==> config.mk <==
export PLATFORM = sky130hd
export DESIGN_NAME = arm_thumb_cycle_cost_estimator_core
export DESIGN_NICKNAME = d
export VERILOG_FILES = /design/src/rtl/core/atcc_pkg.sv /design/src/rtl/core/arm_thumb_cycle_cost_estimator_core.sv /design/src/rtl/core/atcc_thumb_dec.sv /design/src/rtl/core/atcc_arm_dec.sv
export SDC_FILE = /design/constraint.sdc
export NUM_CORES = 1
export LEC_CHECK = 0
export BUFFER_PORTS_ARGS = -buffer_cell sky130_fd_sc_hd__clkbuf_2
export CAP_MARGIN = 40
export CELL_PAD_IN_SITES_DETAIL_PLACEMENT = 1
export CELL_PAD_IN_SITES_GLOBAL_PLACEMENT = 2
export CORE_MARGIN = 1
export CORE_UTILIZATION = 36
export DETAILED_ROUTE_END_ITERATION = 12
export GPL_TIMING_DRIVEN = 1
export PLACE_DENSITY = 0.87
export SYNTH_ARGS = -nofsm -noshare
export SYNTH_HDL_FRONTEND = slang
export SYNTH_SLANG_ARGS = --single-unit
==> constraint.sdc <==
create_clock -name i_clk -period 6.55 [get_ports i_clk]
set_input_delay 1.965 -clock i_clk [delete_from_list [all_inputs] [get_ports i_clk]]
set_output_delay 1.965 -clock i_clk [all_outputs]
set_load 0.01 [all_outputs]
==> src/rtl/core/atcc_pkg.sv <==
// shared types, opcode masks and the popcount helper for the cycle cost estimator
// no dependencies
`default_nettype none

package atcc_pkg;

    typedef logic [5:0] t_cost;

    localparam logic [15:0] THUMB_HIREG_MASK = 16'h0FC0;
    localparam logic [15:0] THUMB_HIREG_BX   = 16'h0340;

    localparam logic [31:0] ARM_BX_MASK   = 32'h0FFFFFD0;
    localparam logic [31:0] ARM_BX_MATCH  = 32'h012FFF10;
    localparam logic [31:0] ARM_SWP_MASK  = 32'h0FB00FF0;
    localparam logic [31:0] ARM_SWP_MATCH = 32'h01000090;
    localparam logic [31:0] ARM_MUL_MASK  = 32'h0FC000F0;
    localparam logic [31:0] ARM_MUL_MATCH = 32'h00000090;
    localparam logic [31:0] ARM_MULL_MASK = 32'h0F8000F0;
    localparam logic [31:0] ARM_MULL_MATCH = 32'h00800090;
    localparam logic [31:0] ARM_RSH_MASK  = 32'h02000090;
    localparam logic [31:0] ARM_RSH_MATCH = 32'h00000010;
    localparam logic [31:0] ARM_CLASS_MASK = 32'h0E000000;

    localparam t_cost COST_ONE = 6'd1;

    function automatic logic [4:0] popcount16(input logic [15:0] v);
        logic [4:0] n;
        n = 5'd0;
        for (int i = 0; i < 16; i++) begin
            n = n + {4'd0, v[i]};
        end
        return n;
    endfunction

endpackage

`default_nettype wire

==> src/rtl/core/arm_thumb_cycle_cost_estimator_core.sv <==
// top level of the static cycle cost estimator: input register, decoders, result register
// depends on atcc_pkg, atcc_thumb_dec and atcc_arm_dec
// a taken item passes through the input register and then the result register before the result strobe
// throughput: one item per cycle, busy is never raised
// reset: synchronous active low, clears the valid flags only
// the receiver cannot stall: each result is shown for exactly one cycle
`default_nettype none

module arm_thumb_cycle_cost_estimator_core
    import atcc_pkg::*;
(
    input  wire logic        i_clk,
    input  wire logic        i_rst_n,
    input  wire logic        start,
    output logic             busy,
    input  wire logic        i_req_type,
    input  wire logic [31:0] i_opcode,
    output logic             o_valid,
    output t_cost            o_cycle_cost
);

    logic        r_in_vld;
    logic        r_req_type;
    logic [31:0] r_opcode;
    logic        r_out_vld;
    t_cost       r_cycle_cost;
    t_cost       n_cycle_cost;
    t_cost       w_thumb_cost;
    t_cost       w_arm_cost;

    assign busy = 1'b0;

    always_ff @(posedge i_clk) begin
        if (!i_rst_n) begin
            r_in_vld  <= 1'b0;
            r_out_vld <= 1'b0;
        end else begin
            r_in_vld  <= start && !busy;
            r_out_vld <= r_in_vld;
        end
    end

    always_ff @(posedge i_clk) begin
        if (start && !busy) begin
            r_req_type <= i_req_type;
            r_opcode   <= i_opcode;
        end
        if (r_in_vld) begin
            r_cycle_cost <= n_cycle_cost;
        end
    end

    atcc_thumb_dec u_thumb_dec (
        .i_opcode (r_opcode[15:0]),
        .o_cost   (w_thumb_cost)
    );

    atcc_arm_dec u_arm_dec (
        .i_opcode (r_opcode),
        .o_cost   (w_arm_cost)
    );

    assign n_cycle_cost = r_req_type ? w_thumb_cost : w_arm_cost;

    assign o_valid      = r_out_vld;
    assign o_cycle_cost = r_cycle_cost;

    // every taken item gives a result
    a_item_result: assert property (@(posedge i_clk) disable iff (!i_rst_n)
        start |-> ##2 o_valid)
        else $error("item taken without a result");

    // costs stay within 1 to 36
    a_cost_range: assert property (@(posedge i_clk) disable iff (!i_rst_n)
        o_valid |-> (o_cycle_cost != 6'd0 && o_cycle_cost <= 6'd36))
        else $error("cycle cost out of range");

    // thumb long branch pair always costs four
    a_thumb_bl: assert property (@(posedge i_clk) disable iff (!i_rst_n)
        (r_in_vld && r_req_type && r_opcode[15:12] == 4'hF) |=> o_cycle_cost == 6'd4)
        else $error("thumb branch cost mismatch");

    // arm nv space always costs one
    a_arm_nv: assert property (@(posedge i_clk) disable iff (!i_rst_n)
        (r_in_vld && !r_req_type && r_opcode[31:28] == 4'hF) |=> o_cycle_cost == COST_ONE)
        else $error("nv cost mismatch");

endmodule

`default_nettype wire

==> src/rtl/core/atcc_thumb_dec.sv <==
// cycle cost decode for a 16-bit thumb opcode
// depends on atcc_pkg
`default_nettype none

module atcc_thumb_dec
    import atcc_pkg::*;
(
    input  wire logic [15:0] i_opcode,
    output t_cost            o_cost
);

    logic [4:0] w_pop;
    logic [3:0] w_push_n;
    logic [3:0] w_ldm_n;
    logic [3:0] w_alu_op;

    assign w_pop    = popcount16({8'd0, i_opcode[7:0]});
    assign w_push_n = w_pop[3:0] + {3'd0, i_opcode[8]};
    assign w_ldm_n  = (w_pop == 5'd0) ? 4'd1 : w_pop[3:0];
    assign w_alu_op = i_opcode[9:6];

    always_comb begin
        o_cost = COST_ONE;
        case (i_opcode[15:12])
            4'h4: begin
                if ((i_opcode & THUMB_HIREG_MASK) == THUMB_HIREG_BX) begin
                    o_cost = 6'd4;
                end else if (!i_opcode[10] && (w_alu_op == 4'd2 || w_alu_op == 4'd3 ||
                                               w_alu_op == 4'd4 || w_alu_op == 4'd7)) begin
                    o_cost = 6'd2;
                end
            end
            4'h5: begin
                o_cost = (i_opcode[11:9] >= 3'd3) ? 6'd5 : 6'd3;
            end
            4'h6, 4'h9: begin
                o_cost = i_opcode[11] ? 6'd5 : 6'd3;
            end
            4'h7, 4'h8: begin
                o_cost = i_opcode[11] ? 6'd4 : 6'd3;
            end
            4'hB: begin
                if (i_opcode[11:8] != 4'd0 && i_opcode[10:9] == 2'b10) begin
                    o_cost = (i_opcode[11] ? 6'd2 : 6'd3) + {1'b0, w_push_n, 1'b0};
                end
            end
            4'hC: begin
                o_cost = 6'd2 + {1'b0, w_ldm_n, 1'b0};
            end
            4'hF: begin
                o_cost = 6'd4;
            end
            default: begin
                o_cost = COST_ONE;
            end
        endcase
    end

endmodule

`default_nettype wire

==> src/rtl/core/atcc_arm_dec.sv <==
// cycle cost decode for a 32-bit arm opcode
// depends on atcc_pkg
`default_nettype none

module atcc_arm_dec
    import atcc_pkg::*;
(
    input  wire logic [31:0] i_opcode,
    output t_cost            o_cost
);

    logic [4:0] w_pop;
    logic [4:0] w_n;
    logic       w_ls_single;
    logic       w_halfword;
    logic       w_block;
    logic       w_bx;
    logic       w_swp;
    logic       w_mul;
    logic       w_reg_shift;
    logic       w_pc_write;

    assign w_pop = popcount16(i_opcode[15:0]);
    assign w_n   = (w_pop == 5'd0) ? 5'd1 : w_pop;

    assign w_ls_single = i_opcode[27:26] == 2'b01;
    assign w_halfword  = (i_opcode & ARM_CLASS_MASK) == 32'd0 && i_opcode[7] && i_opcode[4] &&
                         i_opcode[6:5] != 2'b00;
    assign w_block     = i_opcode[27:25] == 3'b100;
    assign w_bx        = (i_opcode & ARM_BX_MASK) == ARM_BX_MATCH;
    assign w_swp       = (i_opcode & ARM_SWP_MASK) == ARM_SWP_MATCH;
    assign w_mul       = (i_opcode & ARM_MUL_MASK) == ARM_MUL_MATCH ||
                         (i_opcode & ARM_MULL_MASK) == ARM_MULL_MATCH;
    assign w_reg_shift = i_opcode[27:26] == 2'b00 &&
                         (i_opcode & ARM_RSH_MASK) == ARM_RSH_MATCH;
    assign w_pc_write  = i_opcode[27:26] == 2'b00 && i_opcode[15:12] == 4'hF &&
                         !(i_opcode[24:23] == 2'b10 && !i_opcode[20]);

    always_comb begin
        o_cost = COST_ONE;
        if (i_opcode[31:28] == 4'hF) begin
            o_cost = COST_ONE;
        end else if (w_ls_single) begin
            if (i_opcode[20] && !i_opcode[22] && i_opcode[15:12] == 4'hF) begin
                o_cost = 6'd7;
            end else if (i_opcode[20]) begin
                o_cost = i_opcode[22] ? 6'd4 : 6'd5;
            end else begin
                o_cost = 6'd3;
            end
        end else if (w_halfword) begin
            o_cost = i_opcode[20] ? 6'd4 : 6'd3;
        end else if (w_block) begin
            if (i_opcode[20]) begin
                o_cost = (i_opcode[15] ? 6'd4 : 6'd2) + {w_n, 1'b0};
            end else begin
                o_cost = 6'd2 + {1'b0, w_n};
            end
        end else if (w_bx) begin
            o_cost = 6'd3;
        end else if (w_swp) begin
            o_cost = i_opcode[22] ? 6'd6 : 6'd7;
        end else if (w_mul) begin
            case ({i_opcode[23], i_opcode[21]})
                2'b11:   o_cost = 6'd5;
                2'b10:   o_cost = 6'd4;
                2'b01:   o_cost = 6'd4;
                default: o_cost = 6'd3;
            endcase
        end else if (w_reg_shift) begin
            o_cost = 6'd2;
        end else if (w_pc_write) begin
            o_cost = ((i_opcode & 32'h02000010) == 32'h00000010 && !i_opcode[7]) ? 6'd4 : 6'd3;
        end
    end

endmodule

`default_nettype wire

* Word level (Yosys, flattened, before mapping) *
Index checks and enable logic that the tools add are counted.

cells by class
  $add $sub $neg = 20
  order comparisons = 1
  equality and inequality tests = 28
  multiplexer cells = 29
  reduce and logical (&&, ||, !) cells = 30

operators by type and width
  kind                                                                      number
  6-bit 2-to-1 mux                                                          15
  5-bit by 1-bit adder with 5-bit output                                    14
  6-bit case mux with 7 select lines                                        1
  32-bit zero test                                                          1
  4-bit by 3-bit equality test with 1-bit output (second input constant)    6
  4-bit equality test (second input constant)                               6
  23-bit by 20-bit equality test with 1-bit output (second input constant)  1
  3-bit 2-to-1 mux                                                          6
  15-bit by 12-bit equality test with 1-bit output (second input constant)  1
  2-bit by 5-bit adder with 6-bit output (first input constant)             2
  1-bit logical AND                                                         12
  10-bit by 4-bit equality test with 1-bit output (second input constant)   1
  5-bit zero test                                                           2
  9-bit by 5-bit equality test with 1-bit output (second input constant)    1
  2-bit equality test (second input constant)                               4
  4-bit by 2-bit equality test with 1-bit output (second input constant)    2
  6-bit by 5-bit adder with 6-bit output                                    1
  6-bit adder                                                               1
  2-bit by 1-bit equality test with 1-bit output (second input constant)    3
  6-bit by 4-bit equality test with 1-bit output (second input constant)    1
  3-bit case mux with 2 select lines                                        1
  2-bit OR reduction                                                        3
  1-bit zero test                                                           5
  5-bit 2-to-1 mux                                                          1
  12 further kinds                                                          17

word-level totals
  register bits = 41
  bits of input ports = 36
  output and inout port bits = 8
  logic and storage cells = 113

* Longest topological paths before layout *
Gate-level depths: netlist (run 1).

  word-level depth = 24
  depth in mapped cells = 22
  gate-level depth less buffers = 22

* Modules after synthesis *
From an unflattened synthesis (run 1), not the netlist that was laid out.

unflattened totals
  cell total of the unflattened synthesis = 272
  area total of the unflattened synthesis = 2909.0 um^2

modules (own cells, without submodules)
  module                               instances  cells an instance  area each (um^2)  seq. area each (um^2)
  arm_thumb_cycle_cost_estimator_core  1          52                 1336.3            1211.2
  atcc_arm_dec                         1          122                913.4             0.0
  atcc_thumb_dec                       1          98                 659.4             0.0

* Least setup slack after synthesis (run 1) *
OpenSTA, ideal clock, no wires.

  path type = reg-to-reg
  start point = reg r_opcode[0]
  end point = reg r_cycle_cost[5] (netlist: o_cycle_cost[5]) (data pin)
  setup time = 0.135 ns
  arrival time = 5.679 ns
  data required time = 6.415 ns
  path slack = 0.736 ns
  cell stages (with the launch flop) = 21
  buffers on the path = 0
  clock period less this slack = 5.814 ns
  cells stage by stage = edfxtp_1 > ha_1 > inv_1 > fa_1 > fa_1 > fa_1 > inv_1 > fa_1 > inv_1 > fa_1 > fa_1 > fa_1 > inv_1 > o41ai_2 > ha_1 > ha_1 > nand2_1 > a21oi_1 > a21oi_1 > or4_1 > nand3_1

between the ends
  cells in the longest elaborated chain, start to end = 24
  elaborated cells between the ends (all ways) = 32
  those cells by class = add/sub (20); mux (10); reduce/logical (2)

ends and longest elaborated chain
  what                                                                   RTL line                                   text
  start, declared                                                        arm_thumb_cycle_cost_estimator_core.sv:24  logic [31:0] r_opcode;
  start signal, assigned                                                 arm_thumb_cycle_cost_estimator_core.sv:46  r_opcode <= i_opcode;
  1-bit by 1-bit adder with 2-bit output *                               atcc_pkg.sv:30                             n = n + {4'd0, v[i]};
  5-bit by 1-bit adder with 5-bit output * (6 in a row)                  atcc_pkg.sv:30
  5-bit by 1-bit adder with 5-bit output (8 in a row)                    atcc_pkg.sv:30
  5-bit zero test                                                        atcc_arm_dec.sv:24                         assign w_n = (w_pop == 5'd0) ? 5'd1 : w_pop;
  5-bit 2-to-1 mux                                                       atcc_arm_dec.sv:24
  6-bit adder or 2-bit by 5-bit adder with 6-bit output (tied branches)  atcc_arm_dec.sv:55, atcc_arm_dec.sv:57
  6-bit 2-to-1 mux                                                       atcc_arm_dec.sv:54                         if (i_opcode[20]) begin
  6-bit 2-to-1 mux                                                       atcc_arm_dec.sv:53                         end else if (w_block) begin
  6-bit 2-to-1 mux                                                       atcc_arm_dec.sv:51                         end else if (w_halfword) begin
  6-bit 2-to-1 mux                                                       atcc_arm_dec.sv:43                         end else if (w_ls_single) begin
  6-bit 2-to-1 mux                                                       atcc_arm_dec.sv:41                         if (i_opcode[31:28] == 4'hF) begin
  6-bit 2-to-1 mux *                                                     arm_thumb_cycle_cost_estimator_core.sv:63  assign n_cycle_cost = r_req_type ? w_thumb_cost : w_arm_cost;
  net n_cycle_cost[5]                                                    arm_thumb_cycle_cost_estimator_core.sv:27  t_cost n_cycle_cost;
  end signal, assigned                                                   arm_thumb_cycle_cost_estimator_core.sv:49  r_cycle_cost <= n_cycle_cost;
  end, declared                                                          arm_thumb_cycle_cost_estimator_core.sv:26  t_cost r_cycle_cost;

Mark *: on every way through the listed nets, which the timed path passes. The rest lies on a longest branch.
A chain may end at the register's enable or synchronous reset.

* Worst setup path after layout (run 1) *
  start point = reg r_opcode[0]
  end point = reg r_cycle_cost[3] (netlist: o_cycle_cost[3]) (data pin)

Same word-level chain as after synthesis.

==> flow_summary.json, run 1 <==
{
  "track_usage": 0.181,
  "nNetsFinal": 368,
  "regArea_sq_um": 1210,
  "vias_per_cell": 5.27,
  "reg2reg_slack_ns": 0.21,
  "tns_ns": 0,
  "startpoint_type": "flop",
  "critPathMaxFanout": 6,
  "setup_ws_ns": 0.208,
  "clockRootBuffer": "clkbuf_8",
  "r2r-start": "r_opcode[0]$_DFFE_PP_",
  "slew_headroom": 0.460,
  "status": "completed",
  "postLayoutCellArea_sq_um": 3150,
  "rr_endpoint": "o_cycle_cost[3]$_DFFE_PP_",
  "h-tree-depth": 2,
  "route.detailed.drc": 0,
  "syn_area_sq_um": 2750,
  "post_drt_wl_per_cell_um": 16.2,
  "synthesis.nets": 325,
  "synth_top_area_cell": "edfxtp_1",
  "path_cells": "ha_1 -> inv_1 -> fa_1 -> fa_1 -> fa_1 -> inv_1 -> fa_1 -> inv_1 -> fa_1 -> fa_1 -> fa_1 -> nand2b_1 -> a21oi_1 -> o41ai_4 -> ha_1 -> ha_1 -> nand2b_1 -> o22ai_1 -> o21ai_0 -> a31o_2",
  "portBuffers": 42,
  "drtAntennaViolNets": 0,
  "cpMostUsedCell": "fa_1",
  "min_to": "o_cycle_cost[2]$_DFFE_PP_",
  "clk_latency_ns": 0.29,
  "arrival_ns": 6.40,
  "multi_input_area_sq_um": 1400,
  "cpMaxStageDelayCell": "fa_1",
  "drt_wl_total_um": 6560,
  "busiest_layer": "met2",
  "grtUsageMet1": 0.227,
  "start_util": 0.375,
  "whs_ns": 0.607,
  "reg2reg_depth": 20,
  "crit_required_ns": 6.61,
  "gp_congestion": 0.810,
  "overflow": 0,
  "drv_cap": 0,
  "core_area_sq_um": 7330,
  "cts.path.max_buffers": 2,
  "die_h_um": 89.4,
  "min_path_cells": 0,
  "worstSetupPathType": "reg2reg",
  "die-area_sq_um": 8000,
  "synthToLayoutAreaGrowth_pct": 14.5,
  "synthFlopType": "edfxtp_1",
  "synthCells": 262,
  "p_leak_uw": 0.00128,
  "yosysSeqAreaShare": 0.440,
  "period_needed_ns": 6.34,
  "synth_common_cells": "edfxtp_1 (39), inv_1 (29), nor2_1 (24)",
  "dp_hpwl_um": 5000,
  "antenna_found_initial": 0,
  "grt_pass1_wl_um": 10900,
  "place_ws_ns": 0.311,
  "netlist.area_leader.share": 0.426,
  "fin_crit_sh": 0.968,
  "grtUsageMet3": 0.0314,
  "cp-end-kind": "flop",
  "critPathBufInv": 3,
  "drt-initial-drc-count": 62,
  "finalHoldViolations": 0,
  "max_stage_delay_ns": 0.57,
  "synth_area_per_cell_sq_um": 10.5,
  "tightest_slew_ns": 0.810,
  "grt_max_degree": 35,
  "path_clk_slew_ns": 0.08,
  "ys_types": 59,
  "hold_class": "reg2reg",
  "max_freq_ghz": 0.158,
  "peakVddDrop_v": 0.000245,
  "first_global_vias": 2249,
  "yosys.cell_count.top_type": "edfxtp_1",
  "power.density_nw_per_um2": 436,
  "use_met2": 0.316,
  "cts_sinks": 41,
  "pin_count": 44,
  "drive_above_1_share": 0.193,
  "dpl_cell_area_sq_um": 3060,
  "crit_family": "adder cells",
  "n_antenna_cell": 0,
  "vias": 2135,
  "die_w_um": 89.4,
  "drt-pass1-iter-count": 4,
  "hold_path.startpoint": "r_in_vld$_SDFF_PN0_",
  "ys_seq_elements": 41,
  "setup_viol": 0,
  "cts_tree": "done",
  "synth_async_sr_flop_share": 0,
  "skew_ns": 0.0114,
  "report.final.slew_viol_count": 0,
  "num_rows": 31,
  "yosys-top-cells-area": "edfxtp_1 (43%), ha_1 (8.2%), fa_1 (6.5%), inv_1 (4.0%), nor2_1 (3.3%)",
  "n_fill_cell": 829,
  "yosysWarnings": 0,
  "cts_made_buffers": 5,
  "synth-edff-count": 39
}
==> per-stage QoR <==
step | total power, uW | util | cells
6_report | 1370 | 0.430 | 405
5_1_grt | 1500 | 0.430 | 405
4_1_cts | 1330 | 0.428 | 405
3_5_place_dp | 1160 | 0.417 | 397
3_3_place_gp | 1140 | 0.417 | 397
2_1_floorplan | 952 | - | 262
==> timing repair <==
action,CTS,global route
setup buffers,0,0
hold buffers,0,0
gates resized for setup,0,2
setup endpoints to repair,0,1
==> cell families (layout without fill, tap and decap cells) <==
| logic type | after synthesis | in the layout | share of synthesized area |
|---|---|---|---|
| mux | 1 | 1 | 0.00364 |
| xor+xnor | 10 | 10 | 0.0318 |
| other cells | 1 | 1 | 0.00136 |
| simple gates | 87 | 87 | 0.173 |
| compound gates | 57 | 57 | 0.144 |
| fa+ha+maj | 28 | 28 | 0.151 |
| buf+inv | 37 | 81 | 0.0555 |
| flops | 41 | 41 | 0.440 |
==> report_power, final <==
| group | leakage (uW) | switching, uW | internal (uW) | total (uW) |
|---|---|---|---|---|
| clock | 0.0000422 | 86.9 | 74.9 | 162 |
| sequential | 0.000392 | 25.5 | 313 | 338 |
| combinational | 0.000847 | 502 | 372 | 874 |
==> worst max-delay path by stage <==
stage / end / from / depth (start not counted) / slack [ns]
after CTS: o_cycle_cost[5]$_DFFE_PP_ / r_opcode[0]$_DFFE_PP_ / 20 / 0.26
after global routing: o_cycle_cost[3]$_DFFE_PP_ / r_opcode[0]$_DFFE_PP_ / 20 / -0.01
after detailed placement: o_cycle_cost[5]$_DFFE_PP_ / r_opcode[0]$_DFFE_PP_ / 20 / 0.31
after floorplan: o_cycle_cost[5]$_DFFE_PP_ / r_opcode[0]$_DFFE_PP_ / 20 / 0.74
after global placement: o_cycle_cost[5]$_DFFE_PP_ / r_opcode[0]$_DFFE_PP_ / 20 / 0.52
final: o_cycle_cost[3]$_DFFE_PP_ / r_opcode[0]$_DFFE_PP_ / 20 / 0.21
==> registers in the layout (all words and copies together) (netlist names) <==
signal	flops
r_opcode	32
o_cycle_cost	6
o_valid	1
r_in_vld	1
r_req_type	1
==> worst reg2reg max path, stage by stage, from the launching register on <==
cell,delay (ns)
edfxtp_1,0.38
ha_1,0.28
inv_1,0.04
fa_1,0.50
fa_1,0.43
fa_1,0.57
inv_1,0.10
fa_1,0.48
inv_1,0.05
fa_1,0.45
fa_1,0.44
fa_1,0.41
nand2b_1,0.17
a21oi_1,0.53
o41ai_4,0.16
ha_1,0.24
ha_1,0.21
nand2b_1,0.16
o22ai_1,0.15
o21ai_0,0.09
a31o_2,0.24
==> cells in the final DEF, fill, tap and decap left out, types with 2 or more instances in the layout <==
cell type	instances
nand2b_1	4
a21oi_1	10
ha_1	18
nor3_1	7
xnor2_1	8
clkbuf_8	5
fa_1	9
o211ai_1	2
a32o_1	2
nor2b_1	2
nand2_1	16
o21ai_0	14
or4_1	2
nor4_1	2
a21o_1	2
buf_4	2
and2_1	3
o2111ai_1	2
clkbuf_2	42
o22ai_1	4
a22oi_1	2
nand4_1	4
nor2_1	24
xor2_1	2
dfxtp_1	2
nor4b_1	2
a31oi_1	5
or3_1	2
nand3_1	8
edfxtp_1	39
a211oi_1	3
clkbuf_1	2
inv_1	28
==> routing by layer <==
layer	routed length, um	vias up
li1	-	1040
met5	0	-
met1	2900	1029
met3	190	15
met2	3310	51
met4	153	0
==> cell type report <==
type                            instances  share of cell area
Clock inverter                          1             0.00159
Multi-Input combinational cell        184               0.444
Timing Repair Buffer                   44              0.0715
Clock buffer                            7              0.0242
Inverter                               29              0.0346
Sequential cell                        41               0.385
Tap cell                               99              0.0393
Power figures use the tool's default switching activity.
==> run 2: changes to the inputs <==
CORE_MARGIN = 3   (was 1)
GPL_TIMING_DRIVEN = 0   (was 1)
==> run 2 against run 1 <==
Against the previous run: total power is 1.7% lower; non-clock buffer count is 6 higher; utilization is 0.79 points higher; routed wire length is 0.98% lower; clock-buffer cell count stayed put; worst hold slack worse by 0.012 ns; critical path depth stayed put; global-route usage is 2.3 points lower; sequential power is 2% lower; largest power group unchanged.
==> flow_summary.json, run 2 (synthesized netlist as in run 1, its figures left out) <==
{
  "core_area_sq_um": 7330,
  "cts_made_buffers": 5,
  "top_regs": "r_opcode (32), o_cycle_cost (6)",
  "regArea_sq_um": 1210,
  "die_w_um": 93.4,
  "path_clk_slew_ns": 0.08,
  "clk_latency_ns": 0.30,
  "drv_cap": 0,
  "die_h_um": 93.4,
  "cts_tree": "done",
  "drive_above_1_share": 0.212,
  "die-area_sq_um": 8730,
  "num_rows": 31,
  "worstSetupPathType": "reg2reg",
  "crit_required_ns": 6.71,
  "drtAntennaViolNets": 0,
  "start_util": 0.375,
  "first_global_vias": 2274,
  "setup_viol": 0,
  "antenna_found_initial": 0,
  "drt_wl_total_um": 6490,
  "post_drt_wl_per_cell_um": 15.8,
  "portBuffers": 42,
  "vias": 2136,
  "grt_pass1_wl_um": 10700,
  "status": "completed",
  "tightest_slew_ns": 0.795,
  "n_antenna_cell": 0,
  "h-tree-depth": 2,
  "fin_crit_sh": 0.939,
  "dp_hpwl_um": 5200,
  "grt_max_degree": 35,
  "pin_count": 44,
  "dpl_cell_area_sq_um": 3090,
  "cp-end-kind": "flop",
  "nNetsFinal": 374,
  "gp_congestion": 0.861,
  "cts_sinks": 41,
  "placed_cells": 403,
  "overflow": 0,
  "top_register": "r_opcode",
  "p_leak_uw": 0.00130,
  "final_common_cell": "clkbuf_2",
  "slew_headroom": 0.470,
  "drt-initial-drc-count": 62,
  "drt-pass1-iter-count": 4,
  "n_fill_cell": 844,
  "track_usage": 0.158,
  "synthToLayoutAreaGrowth_pct": 16.6,
  "peakVddDrop_v": 0.000175,
  "postCtsHoldBufs": 0,
  "clockRootBuffer": "clkbuf_8",
  "postLayoutCellArea_sq_um": 3210,
  "startpoint_type": "flop",
  "cts.path.max_buffers": 2,
  "critPathMaxFanout": 8,
  "arrival_ns": 6.31,
  "rsz0062_at_grt": "false",
  "max_freq_ghz": 0.163,
  "hold_class": "reg2reg",
  "finalHoldViolations": 0,
  "final_cells": 411,
  "power.density_nw_per_um2": 421,
  "final_cell_mix": "clkbuf_2 (42), edfxtp_1 (39), inv_1 (29)",
  "period_needed_ns": 6.15,
  "report.final.slew_viol_count": 0,
  "vias_per_cell": 5.20,
  "tns_ns": 0,
  "route.detailed.drc": 0,
  "skew_ns": 0.00827,
  "largest_reg_flops": 32,
  "multi_input_area_sq_um": 1430
}
run 2: critical path, stage by stage (launching register included):
cell and delay [ns]:
edfxtp_1 0.38, ha_1 0.30, inv_1 0.05, fa_1 0.49, fa_1 0.43, fa_2 0.59
inv_1 0.09, fa_1 0.48, inv_1 0.05, fa_1 0.44, fa_1 0.43, fa_2 0.39
xnor2_2 0.23, o41ai_4 0.44, ha_2 0.27, ha_1 0.18, nand2_1 0.09, a21oi_1 0.13
a21oi_1 0.05, or4_1 0.42, nand3_1 0.10
run 2: metrics by stage:
stage | total power [uW] | hold slack, ns | setup WS (ns) | util
2_1_floorplan | 952 | 0.536 | 0.736 | -
3_3_place_gp | 1110 | 0.562 | 0.232 | 0.421
3_5_place_dp | 1130 | 0.584 | 0.137 | 0.421
4_1_cts | 1290 | 0.602 | 0.130 | 0.432
5_1_grt | 1490 | 0.617 | 0.0907 | 0.437
6_report | 1350 | 0.595 | 0.400 | 0.437
run 2: layout make-up:
type,count,area share
Multi-Input combinational cell,184,0.444
Sequential cell,41,0.378
Timing Repair Buffer,42,0.0655
Tap cell,99,0.0386
Inverter,29,0.0339
Clock buffer,7,0.0238
Buffer,8,0.0137
Clock inverter,1,0.00234
run 2: report_power, final:
group,switching (uW),internal [uW]
Sequential,17.1,313
Clock,83.1,75.3
Combinational,493,370
Total,594,758
run 2: timing repair:
action | CTS | global route
resized for setup | 0 | 7
setup endpoints to repair | 0 | 4
setup buffers | 0 | 0
run 2: final timing paths:
check	slack, ns	cells past startpoint	startpoint	to
max	0.40	20	r_opcode[0]$_DFFE_PP_	o_cycle_cost[5]$_DFFE_PP_
min	0.60	0	r_in_vld$_SDFF_PN0_	o_cycle_cost[1]$_DFFE_PP_
max reg2reg	0.40	20	r_opcode[0]$_DFFE_PP_	o_cycle_cost[5]$_DFFE_PP_
min reg2reg	0.60	0	r_in_vld$_SDFF_PN0_	o_cycle_cost[1]$_DFFE_PP_
run 2: layer usage:
layer,part of all wire,global-route usage
met1,0.43,0.187
met2,0.51,0.276
met3,0.031,0.0257
met4,0.033,0.0794
met5,0,0
